### config.mk
export PLATFORM = sky130hd
export DESIGN_NAME = prd_offset
export DESIGN_NICKNAME = d
export VERILOG_FILES = /design/src/prd_pkg.sv /design/src/prd_offset.sv
export SDC_FILE = /design/constraint.sdc
export NUM_CORES = 2
export LEC_CHECK = 0
export ABC_CLOCK_PERIOD_IN_PS = 6000
export BUFFER_PORTS_ARGS = -buffer_cell sky130_fd_sc_hd__buf_2
export CORE_UTILIZATION = 56
export CTS_BUF_LIST = sky130_fd_sc_hd__clkbuf_8
export DETAILED_ROUTE_END_ITERATION = 8
export PLACE_DENSITY = 0.91
export SYNTH_ARGS = -nofsm -noshare
export SYNTH_HDL_FRONTEND = slang
export SYNTH_SLANG_ARGS = --single-unit
### constraint.sdc
create_clock -name clk -period 6 [get_ports clk]
set_input_delay 0.3 -clock clk [delete_from_list [all_inputs] [get_ports clk]]
set_output_delay 0.3 -clock clk [all_outputs]
set_load 0.02 [all_outputs]
### src/prd_pkg.sv
// ----------------------------------------------------------------------------
// Primary ray direction package
// Shared widths, payload structs, configuration layout and stage bundles.
// ----------------------------------------------------------------------------
package prd_pkg;

	localparam int unsigned MAX_IMAGE_SIZE_DEF = 4096;
	localparam int unsigned DIR_FRAC_BITS_DEF  = 14;

	localparam int unsigned ROW_W   = 12;
	localparam int unsigned IDX_W   = 17;
	localparam int unsigned COMP_W  = 16;
	localparam int unsigned VEC_W   = 48;
	localparam int unsigned DIST_W  = 31;
	localparam int unsigned EDGE_W  = 32;
	localparam int unsigned PIXP_W  = 44;
	localparam int unsigned H_W     = 46;
	localparam int unsigned PROD_W  = 63;
	localparam int unsigned MAG_W   = 30;
	localparam int unsigned SQ_W    = 60;
	localparam int unsigned SUM_W   = 62;
	localparam int unsigned ROOT_W  = 31;
	localparam int unsigned TEST_W  = 64;
	localparam int unsigned OUT_W   = 16;
	localparam int unsigned CFG_IDX_W = 3;

	localparam logic [31:0] OUT_POS_MAX = 32'd32767;
	localparam logic [31:0] OUT_NEG_MAX = 32'd32768;

	typedef enum logic [CFG_IDX_W-1:0] {
		REG_GAZE,
		REG_UP,
		REG_RIGHT,
		REG_NEAR_DIST,
		REG_NEAR_LEFT,
		REG_NEAR_TOP,
		REG_PIX_W,
		REG_PIX_H
	} cfg_reg_t;

	typedef struct packed {
		logic [ROW_W-1:0] pixel_row;
		logic [ROW_W-1:0] pixel_column;
	} pixel_t;

	typedef struct packed {
		logic signed [OUT_W-1:0] dir_x;
		logic signed [OUT_W-1:0] dir_y;
		logic signed [OUT_W-1:0] dir_z;
	} dir_t;

	typedef struct packed {
		logic [VEC_W-1:0]         gaze;
		logic [VEC_W-1:0]         up;
		logic [VEC_W-1:0]         right;
		logic [DIST_W-1:0]        near_dist;
		logic signed [EDGE_W-1:0] near_left;
		logic signed [EDGE_W-1:0] near_top;
		logic [DIST_W-1:0]        pix_w;
		logic [DIST_W-1:0]        pix_h;
	} cam_cfg_t;

	typedef struct packed {
		logic signed [H_W-1:0] h;
		logic signed [H_W-1:0] v;
	} off_t;

	typedef struct packed {
		logic [2:0]             neg;
		logic [2:0][PROD_W-1:0] mag;
	} proj_t;

	typedef struct packed {
		logic                  zero;
		logic [2:0]            neg;
		logic [2:0][MAG_W-1:0] mag;
	} nrm_t;

	typedef struct packed {
		nrm_t             n;
		logic [SUM_W-1:0] sum;
	} nsum_t;

	typedef struct packed {
		nrm_t              n;
		logic [ROOT_W-1:0] root;
	} root_t;

endpackage

### src/prd_offset.sv
// ----------------------------------------------------------------------------
// Image plane offsets
// Clamps the pixel indices and forms the horizontal and vertical plane offsets
// in units of 2^-17 over three register stages.
// ----------------------------------------------------------------------------
module prd_offset import prd_pkg::*; #(
	parameter int unsigned MAX_IMAGE_SIZE = MAX_IMAGE_SIZE_DEF
) (
	input  logic     clk,
	input  logic     arst_n,
	input  logic     in_valid,
	input  pixel_t   pixel,
	input  cam_cfg_t cfg,
	output logic     out_valid,
	output off_t     off
);

	localparam logic [IDX_W-1:0] IDX_LAST = IDX_W'(MAX_IMAGE_SIZE - 1);

	logic [ROW_W-1:0]  row_c, col_c;
	logic              vld_s1, vld_s2, vld_s3;
	logic [ROW_W-1:0]  row_s1, col_s1;
	logic [PIXP_W-1:0] px_s2, py_s2;
	off_t              off_s3;

	always_comb begin
		row_c = ({(IDX_W-ROW_W)'(0), pixel.pixel_row} > IDX_LAST) ?
			IDX_LAST[ROW_W-1:0] : pixel.pixel_row;
		col_c = ({(IDX_W-ROW_W)'(0), pixel.pixel_column} > IDX_LAST) ?
			IDX_LAST[ROW_W-1:0] : pixel.pixel_column;
	end

	always_ff @(posedge clk or negedge arst_n) begin
		if (!arst_n) begin
			vld_s1 <= 1'b0;
			vld_s2 <= 1'b0;
			vld_s3 <= 1'b0;
		end else begin
			vld_s1 <= in_valid;
			vld_s2 <= vld_s1;
			vld_s3 <= vld_s2;
		end
	end

	// The odd factors 2*index+1 put the sample at the pixel center.
	always_ff @(posedge clk) begin
		row_s1   <= row_c;
		col_s1   <= col_c;
		px_s2    <= PIXP_W'({col_s1, 1'b1}) * PIXP_W'(cfg.pix_w);
		py_s2    <= PIXP_W'({row_s1, 1'b1}) * PIXP_W'(cfg.pix_h);
		off_s3.h <= {{(H_W-EDGE_W-1){cfg.near_left[EDGE_W-1]}}, cfg.near_left, 1'b0}
			+ {2'b00, px_s2};
		off_s3.v <= {{(H_W-EDGE_W-1){cfg.near_top[EDGE_W-1]}}, cfg.near_top, 1'b0}
			- {2'b00, py_s2};
	end

	assign out_valid = vld_s3;
	assign off       = off_s3;

endmodule

==> metrics.txt <==
register area share after synthesis 0.121; min-delay src cfg[31]; crit path cell chain buf_12 -> buf_4 -> buf_4 -> and2_1 -> fa_1 -> inv_1 -> fa_1 -> fa_1 -> fa_1 -> fa_1 -> inv_1 -> ha_2 -> nor2_1 -> nor2_1 -> o41ai_2 -> o21ai_0 -> a41oi_1 -> o31a_1 -> o21bai_1 -> a31oi_1 -> xnor2_1; CTS tree yes; Synth cell types just under 70; Async S/R FF share, synth 0.0145; synthesis-stage register bit count 207; Rows 90; Avg Cell Area, Syn between 8 and 9 um2; Hold WC Path Type primary input to register; CP Depth 21; Hold Vio Cnt, Final 0; Sink Count 207; Mapped Nets ~5.2k; wire length per cell 17.8 um; Area Overhead vs Synth 10.4%; global-route wire length before repair 147000 um; Slew @ Worst Pin 0.705 ns; Max stage delay on crit path 0.59 ns; delay-heaviest family, CP adder cells; total of max-cap violations 0; maximum clock insertion buffer count 3; share of layout cells above drive strength 1 0.107; crit start category register; CP Buf/Inv Count 5; setup slack after layout between 0.15 and 0.2 ns; Reg2Reg Depth 21; Critical Path AT 6.30 ns; IO Count 421; Synth Warn # 0; dpl ws -0.0387 ns; post-route minimum period between 5 and 6 ns; DR vias/cell 5.59; Worst-path clk slew ~0.060 ns; initial antenna violation count 11; Post-synth EDFFs 0; Fmax approximately 170 MHz; Die Wd 250 um; cts bufs inserted 37; final period utilization 0.971; Crit Path Category register to register; CP Data Required Time between 6 and 7 ns; pin count of the biggest net entering global routing 27; Hold EP px_s2[0]$_DFF_P_; ys flop type dfxtp_1; Synth top area share 0.371; RR Startpoint col_s1[3]$_DFF_P_; die area between 0.06 and 0.07 mm2; max-slew violation count 0; Hold Crit Depth 1; total wire length 88900 um; NumNets Final 5425; clk_lat worst skew 0.62 ns; DR pass1 iterations 7; Final ANT Viol Nets 0; leading area contributor after synthesis fa_1; Final Skew approximately 0.052 ns; Worst R2R Setup Slack ~0.17 ns; element type at the critical path end register; H-tree depth 2; residual DRC count 0; Port Buf Inserts 245; vias in the first global route 30.0k; Critical-path top delay cell fa_1; HPWL Detailed just over 70000 um; core area slightly above 0.06 mm2; ranking of synthesized cells by area fa_1 37%, dfxtp_1 12%, ha_1 9.6%; Initial Utilization 0.569; Root Driver clkbuf_8; total track usage 0.291; final setup fails 0; Post-Synthesis Cell Area 0.0345 mm2; Max-slew headroom 0.527; status complete, no violations; Cells after Synth 3964; worst-path maximum fanout 17; routed via count between 20k and 30k; die height 250 um; routability cong. between 0.9 and 1; Reg2Reg Capture Point px_s2[41]$_DFF_P_; setup TNS 0 ns; DRT iter0 DRCs 2527; total grt overflow 0; CP dominant cell by count fa_1
==> placed cells by master (no fill, tap or decap), types with 10 or more instances in the layout <==
cell / instances
a21oi_1: 174
nand3_1: 32
nor3_1: 17
a211oi_1: 17
dfxtp_2: 12
nand2_1: 508
xor2_1: 59
dfxtp_1: 188
and2_1: 360
o21ai_0: 76
ha_1: 262
buf_4: 80
nand2b_1: 12
nand4_1: 31
buf_2: 245
inv_1: 883
o21a_1: 26
clkbuf_8: 51
nor2b_1: 26
dlygate4sd3_1: 28
a31oi_1: 21
and3_1: 10
nor2_1: 93
xnor2_1: 100
o21bai_1: 22
fa_1: 640
a21o_1: 90
==> how the worst max path moves through the flow <==
stage	from	end	slack, ns
finish	col_s1[3]$_DFF_P_	px_s2[41]$_DFF_P_	0.17
global route	row_s1[7]$_DFF_P_	py_s2[40]$_DFF_P_	-0.02
CTS	row_s1[8]$_DFF_P_	py_s2[39]$_DFF_P_	0.004
detailed placement	row_s1[1]$_DFF_P_	py_s2[41]$_DFF_P_	-0.04
global placement	row_s1[1]$_DFF_P_	py_s2[41]$_DFF_P_	0.08
floorplan	row_s1[3]$_DFF_P_	py_s2[41]$_DFF_P_	0.28
==> cells by family after synthesis <==
family / after synthesis / synth area share
flip-flops: 207 / 0.121
XOR/XNOR: 159 / 0.0404
buffers and inverters: 1058 / 0.115
adder cells (fa/ha/maj): 906 / 0.468
AO/OA/AOI/OAI: 514 / 0.0971
multiplexers: 1 / 0.000326
AND/OR/NAND/NOR: 1119 / 0.159
==> synth_stat cells (5+ instances only) <==
library cell,n
a31o_2,5
a211oi_1,18
inv_1,880
dfxtp_1,204
nor2_1,94
ha_1,266
o211ai_1,7
a31oi_1,21
xor2_1,59
and3_1,10
nand2_1,508
fa_1,640
o21bai_1,22
a21o_1,90
o21a_1,26
a2111oi_0,6
clkbuf_1,173
xnor2_1,100
and2_1,360
o31ai_1,9
nor3_1,17
nand4_1,31
nand3_1,32
a211o_1,8
and4_1,6
o21ai_0,81
nor2b_1,26
or2_2,6
nand2b_1,12
a21oi_1,175
==> layout make-up <==
cell class,count,area [um2]
multi-input combinational,2699,26500
fill,4536,22500
sequential,207,4190
inverter,880,3300
timing repair buffer,366,2290
tap,782,978
clock buffer,51,702
clock inverter,13,136
antenna,8,20.0
==> repair_timing <==
item | CTS | global route
buffers inserted | 0 | 0
resized for setup | 9 | 46
hold buffers | 28 | 0
hold endpoints to repair | 30 | 0
endpoints found under the setup margin | 10 | 24
pin swaps | 0 | 10
gates cloned | 0 | 0
==> layer usage <==
layer / part of all wire / track usage / up-vias
met5: 0.00075 / 0 / -
met4: 0.042 / 0.122 / 10
met3: 0.10 / 0.0651 / 346
met2: 0.47 / 0.481 / 1567
met1: 0.39 / 0.370 / 13600
li1: - / - / 12500
==> stage by stage <==
| step | instances | cell area [um2] | hold WS, ns | utilization |
|---|---|---|---|---|
| final | 5006 | 38100 | 0.0435 | 0.629 |
| after global placement | 4907 | 36800 | 0.0978 | 0.607 |
| after detailed placement | 4907 | 36800 | 0.0996 | 0.607 |
| after floorplan | 3964 | 34500 | 0.00441 | - |
| after CTS | 4999 | 37900 | 0.00658 | 0.626 |
| after global routing | 5003 | 38100 | 0.0270 | 0.629 |
==> flip-flops by register name, indices dropped and copies added (netlist names) <==
register / count
col_s1: 12
out_valid: 1
vld_s2: 1
py_s2: 44
off: 92
vld_s1: 1
row_s1: 12
px_s2: 44
Power is left out: the tool's default activity adds up to more than one toggle a clock period on the data nets, which glitch-free logic cannot reach.
