## config.mk

```make
export PLATFORM = sky130hd
export DESIGN_NAME = prd_isqrt
export DESIGN_NICKNAME = d
export VERILOG_FILES = /design/src/prd_pkg.sv /design/src/prd_isqrt.sv
export SDC_FILE = /design/constraint.sdc
export NUM_CORES = 2
export LEC_CHECK = 0
export ABC_CLOCK_PERIOD_IN_PS = 3560
export BUFFER_PORTS_ARGS = -buffer_cell sky130_fd_sc_hd__buf_4
export CAP_MARGIN = 20
export CORE_MARGIN = 4
export CORE_UTILIZATION = 45
export CTS_CLUSTER_DIAMETER = 200
export DETAILED_ROUTE_END_ITERATION = 8
export GPL_TIMING_DRIVEN = 1
export PLACE_DENSITY = 0.71
export RECOVER_POWER = 100
export SETUP_SLACK_MARGIN = 0.15
export SYNTH_ARGS = -nofsm -noshare
export SYNTH_HDL_FRONTEND = slang
export SYNTH_SLANG_ARGS = --single-unit
```

## constraint.sdc

```tcl
create_clock -name clk -period 3.56 [get_ports clk]
set_clock_uncertainty 0.15 [all_clocks]
set_input_delay 0.178 -clock clk [delete_from_list [all_inputs] [get_ports clk]]
set_output_delay 0.178 -clock clk [all_outputs]
set_load 0.01 [all_outputs]
```

## src/prd_pkg.sv

```systemverilog
// ----------------------------------------------------------------------------
// Primary ray direction package
// Shared widths, payload structs, configuration layout and stage bundles.
// ----------------------------------------------------------------------------
package prd_pkg;

	localparam int unsigned MAX_IMAGE_SIZE_DEF = 4096;
	localparam int unsigned DIR_FRAC_BITS_DEF  = 14;

	localparam int unsigned ROW_W   = 12;
	localparam int unsigned IDX_W   = 17;
	localparam int unsigned COMP_W  = 16;
	localparam int unsigned VEC_W   = 48;
	localparam int unsigned DIST_W  = 31;
	localparam int unsigned EDGE_W  = 32;
	localparam int unsigned PIXP_W  = 44;
	localparam int unsigned H_W     = 46;
	localparam int unsigned PROD_W  = 63;
	localparam int unsigned MAG_W   = 30;
	localparam int unsigned SQ_W    = 60;
	localparam int unsigned SUM_W   = 62;
	localparam int unsigned ROOT_W  = 31;
	localparam int unsigned TEST_W  = 64;
	localparam int unsigned OUT_W   = 16;
	localparam int unsigned CFG_IDX_W = 3;

	localparam logic [31:0] OUT_POS_MAX = 32'd32767;
	localparam logic [31:0] OUT_NEG_MAX = 32'd32768;

	typedef enum logic [CFG_IDX_W-1:0] {
		REG_GAZE,
		REG_UP,
		REG_RIGHT,
		REG_NEAR_DIST,
		REG_NEAR_LEFT,
		REG_NEAR_TOP,
		REG_PIX_W,
		REG_PIX_H
	} cfg_reg_t;

	typedef struct packed {
		logic [ROW_W-1:0] pixel_row;
		logic [ROW_W-1:0] pixel_column;
	} pixel_t;

	typedef struct packed {
		logic signed [OUT_W-1:0] dir_x;
		logic signed [OUT_W-1:0] dir_y;
		logic signed [OUT_W-1:0] dir_z;
	} dir_t;

	typedef struct packed {
		logic [VEC_W-1:0]         gaze;
		logic [VEC_W-1:0]         up;
		logic [VEC_W-1:0]         right;
		logic [DIST_W-1:0]        near_dist;
		logic signed [EDGE_W-1:0] near_left;
		logic signed [EDGE_W-1:0] near_top;
		logic [DIST_W-1:0]        pix_w;
		logic [DIST_W-1:0]        pix_h;
	} cam_cfg_t;

	typedef struct packed {
		logic signed [H_W-1:0] h;
		logic signed [H_W-1:0] v;
	} off_t;

	typedef struct packed {
		logic [2:0]             neg;
		logic [2:0][PROD_W-1:0] mag;
	} proj_t;

	typedef struct packed {
		logic                  zero;
		logic [2:0]            neg;
		logic [2:0][MAG_W-1:0] mag;
	} nrm_t;

	typedef struct packed {
		nrm_t             n;
		logic [SUM_W-1:0] sum;
	} nsum_t;

	typedef struct packed {
		nrm_t              n;
		logic [ROOT_W-1:0] root;
	} root_t;

endpackage

```

## src/prd_isqrt.sv

```systemverilog
// ----------------------------------------------------------------------------
// Integer square root
// Bit-by-bit square root of the sum of squares, one result bit per register
// stage, carrying the remainder S - root^2 along.
// ----------------------------------------------------------------------------
module prd_isqrt import prd_pkg::*; (
	input  logic  clk,
	input  logic  arst_n,
	input  logic  in_valid,
	input  nsum_t nsum,
	output logic  out_valid,
	output root_t rt
);

	typedef struct packed {
		nrm_t              n;
		logic [ROOT_W-1:0] root;
		logic [SUM_W-1:0]  rem;
	} sqs_t;

	logic vld_s [ROOT_W+1];
	sqs_t st_s  [ROOT_W+1];

	always_comb begin
		vld_s[0]     = in_valid;
		st_s[0].n    = nsum.n;
		st_s[0].root = '0;
		st_s[0].rem  = nsum.sum;
	end

	for (genvar k = 0; k < ROOT_W; k++) begin : g_step
		localparam int unsigned B = ROOT_W - 1 - k;

		logic [TEST_W-1:0] trial;
		logic              take;

		// (root + 2^B)^2 - root^2 = root*2^(B+1) + 2^(2B)
		always_comb begin
			trial = (TEST_W'(st_s[k].root) << (B + 1)) | (TEST_W'(1) << (2 * B));
			take  = trial <= TEST_W'(st_s[k].rem);
		end

		always_ff @(posedge clk or negedge arst_n) begin
			if (!arst_n) begin
				vld_s[k+1] <= 1'b0;
			end else begin
				vld_s[k+1] <= vld_s[k];
			end
		end

		always_ff @(posedge clk) begin
			st_s[k+1].n    <= st_s[k].n;
			st_s[k+1].root <= take ? (st_s[k].root | (ROOT_W'(1) << B)) : st_s[k].root;
			st_s[k+1].rem  <= take ? (st_s[k].rem - trial[SUM_W-1:0]) : st_s[k].rem;
		end
	end

	assign out_valid = vld_s[ROOT_W];
	assign rt.n      = st_s[ROOT_W].n;
	assign rt.root   = st_s[ROOT_W].root;

endmodule

```

==> flow_metrics.env <==
export IMPL_synth_seq_cells=5301
export IMPL_synth_edf_count=0
export IMPL_hold_viol_final=0
export IMPL_max_stage_delay_ns=0.65
export IMPL_clockBufferDepth=4
export IMPL_synth_top_area_share_pct=70.3
export IMPL_syn_area_per_cell_sq_um=12.4
export IMPL_grt_setup_unrepaired="yes"
export IMPL_first_iter_violations=4277
export IMPL_min_from="st_s[5357]"
export IMPL_critPathMostFrequentCell="dlygate4sd3_1"
export IMPL_numPortBuffers=284
export IMPL_first_global_vias=90000
export IMPL_gp_congestion=0.937
export IMPL_area_delta_synth_final_pct=21.4
export IMPL_die_area_sq_mm=0.343
export IMPL_setup_slack_ns=-0.0133
export IMPL_fillCellCount=26900
export IMPL_first_pass_iters=8
export IMPL_gr_usage_met1_pct=17.7
export IMPL_yosys_area_top_type="dfxtp_1"
export IMPL_ir_worst_vdd_v=0.000637
export IMPL_grt_busiest_layer="met2"
export IMPL_timing_setup_tns_ns=-0.0133
export IMPL_crit_path_end_kind="register"
export IMPL_multi_input_area_sq_mm=0.0410
export IMPL_clkTransAtPathRegs_ns=0.06
export IMPL_status="finished, violations left"
export IMPL_final_max_slew_violation_count=32
export IMPL_hold_class="reg2reg"
export IMPL_met2_usage_pct=32.6
export IMPL_yosysSeqAreaShare_pct=70.8
export IMPL_numCtsBuffers=518
export IMPL_insertion_delay_ns=1.01
export IMPL_p_total_mw=151
export IMPL_clock_sinks=5301
export IMPL_cts_tree="yes"
export IMPL_crit_chain="dlygate4sd3_1 -> clkbuf_1 -> dlygate4sd3_1 -> nor4_2 -> dlygate4sd3_1 -> nand4_1 -> o41ai_2 -> buf_4 -> nor2_1 -> dlygate4sd3_1 -> a21oi_1 -> dlygate4sd3_1"
export IMPL_h_tree_depth=6
export IMPL_grt_max_degree=50
export IMPL_final_nets=14200
export IMPL_grt_util_all_layers_pct=17.1
export IMPL_ioPinCount=285
export IMPL_powerDensity_mw_per_mm2=827
export IMPL_fin_crit_sh_pct=100
export IMPL_finalSetupViolations=1
export IMPL_ys_warn_count=0
export IMPL_period_minus_slack_ns=3.57
export IMPL_die_h_um=585
export IMPL_crit_fanout=4
export IMPL_ant_nets=0
export IMPL_syn_nets=12800
export IMPL_core_sq_mm=0.331
export IMPL_grtUsageMet3_pct=2.69
export IMPL_synth_area_sq_mm=0.150
export IMPL_drc=0
export IMPL_cp_num_buf_inv=7
export IMPL_tightest_slew_ns=1.58
export IMPL_grt_pass1_wl_mm=473
export IMPL_reg2reg_from="st_s[607]"
export IMPL_synth_flop_cell="dfxtp_1"
export IMPL_drv_cap=1
export IMPL_synthTopCellsByArea="dfxtp_1 (70%), ha_1 (4.4%), xnor2_1 (2.6%), xor2_1 (2.2%), a21oi_1 (1.9%)"
export IMPL_violations="capacitance limit, slew limit, setup timing"
export IMPL_path_class="in2reg"
export IMPL_slew_headroom_pct=-5.51
export IMPL_dieWidth_um=585
export IMPL_start_util_pct=45.3
export IMPL_start_kind="input pin"
export IMPL_synth_distinct_cells=96
export IMPL_cp_data_required_time_ns=4.35
export IMPL_syn_instance_count=12100
export IMPL_cp_top_family="buffers and inverters"
export IMPL_antenna_found_initial=9
export IMPL_num_vias=87200
export IMPL_row_count=211
export IMPL_grt_overflow=0
export IMPL_leakagePower_nw=80.0
export IMPL_synthArstFlopShare_pct=0.585
export IMPL_cts_root_buf="clkbuf_16"
export IMPL_routedWlPerCell_um=16.5
export IMPL_startpoint="nsum[0]"
export IMPL_arrival_ns=4.36
export IMPL_crit_slowest_cell="dlygate4sd3_1"
export IMPL_drive_gt1_share_pct=13.5
export IMPL_regArea_sq_mm=0.106
export IMPL_dp_hpwl_mm=208
export IMPL_wl_mm=302
export IMPL_max_freq_mhz=280
export IMPL_via_per_inst=4.78
[state kept, by name, summed over array words and instances (netlist names)]
| name | cells |
|---|---|
| st_s | 4680 |
| vld_s | 30 |
| rt | 125 |
| g_step.trial | 465 |
| out_valid | 1 |
[worst paths after layout]
kind / endpoint / slack (ns) / cells after the start
max: st_s[5671] / -0.01 / 12
min in group asynchronous: vld_s[25] / 1.22 / 5
max reg2reg: st_s[432] / 0.15 / 9
min reg2reg: st_s[5170] / 0.15 / 0
min: st_s[5170] / 0.15 / 0
max in group asynchronous: vld_s[13] / 1.11 / 5
[kinds of logic (layout without fill, tap and decap cells)]
kind of cell	after synthesis	after routing	synth area share (%)
other cells	0	2	0
simple gates	2661	2661	9.28
buf+inv	975	2739	2.79
flops	5301	5301	70.8
compound gates	1738	1738	7.27
mux	87	87	0.647
xor+xnor	823	823	4.80
fa+ha+maj	525	525	4.38
[repair_timing]
item                                    4_1_cts  5_1_grt
gates cloned                                  1        4
buffers inserted                             18       19
hold buffers                                323        0
gates resized for setup                      65      230
endpoints found under the setup margin      226      468
pin swaps                                    17       50
endpoints found under the hold margin       189        0
[cells in the final DEF, fill, tap and decap left out, types with 43 or more instances in the layout]
cell type,n
dfxtp_1,5266
inv_1,652
nor2_1,581
nand2_1,554
a21oi_1,546
clkbuf_16,527
buf_4,506
ha_1,492
xnor2_1,445
o21ai_0,391
xor2_1,376
dlygate4sd3_1,322
nor4_1,298
clkbuf_1,250
a21o_1,228
nor3_1,211
nand3_1,176
nand4_1,151
clkbuf_4,149
nand2b_1,103
clkbuf_8,95
o21a_1,89
mux2_2,80
clkinv_2,78
or3_1,69
or4_1,65
nor2b_1,57
o21bai_1,54
nor4b_1,46
a211oi_1,44
o31ai_1,43
[worst reg2reg max path: stages, from the launching register on]
cell	delay, ns
dfxtp_1	0.35
or4_1	0.60
nand4b_1	0.30
or3_4	0.43
o41a_1	0.50
nor2_1	0.14
o21a_1	0.17
nand3_2	0.10
or4_4	0.43
xnor2_1	0.13
[report_power, final]
part	switching (mW)	leakage, nW	total [mW]	internal [mW]
combinational	12.3	26.7	23.1	10.8
sequential	5.60	44.7	72.7	67.1
clock	22.7	8.63	54.9	32.1
total	40.6	80.0	151	110
[stage by stage]
| step | util, % | worst slack (ns) | instance area [sq um] | instances | hold slack [ns] |
|---|---|---|---|---|---|
| after detailed placement | 48.3 | -0.414 | 160000 | 17000 | -0.0232 |
| after global placement | 48.3 | -0.393 | 160000 | 16900 | -0.0372 |
| after CTS | 54.8 | 0.127 | 181000 | 18200 | 0.0850 |
| after global routing | 55.0 | -0.0143 | 182000 | 18200 | 0.153 |
| after floorplan | - | 0.178 | 150000 | 12100 | -0.268 |
| final | 55.0 | -0.0133 | 182000 | 18200 | 0.152 |
[synthesized netlist by cell type, drive strengths merged (157+ instances only)]
cell    instances
ha            525
inv           657
nor2          588
o21ai         406
a21oi         559
dfxtp        5270
nand3         185
xnor2         447
nor4          332
nor3          227
clkbuf        161
nand2         557
a21o          229
xor2          376
buf           157
[final cells by class]
class / count / area share [%]
multi-input combinational: 5834 / 22.5
antenna: 2 / 0.00275
clock inverter: 203 / 1.59
timing repair buffer: 1158 / 5.07
inverter: 657 / 1.36
sequential: 5301 / 58.4
clock buffer: 721 / 8.12
tap: 4366 / 3.00
[routing by layer]
metal,routed length (um),vias to the layer above
met5,25,-
met4,18200,4
met3,12300,935
met2,158000,2062
met1,114000,40400
li1,-,43800
(Power assumes the default switching activity.)
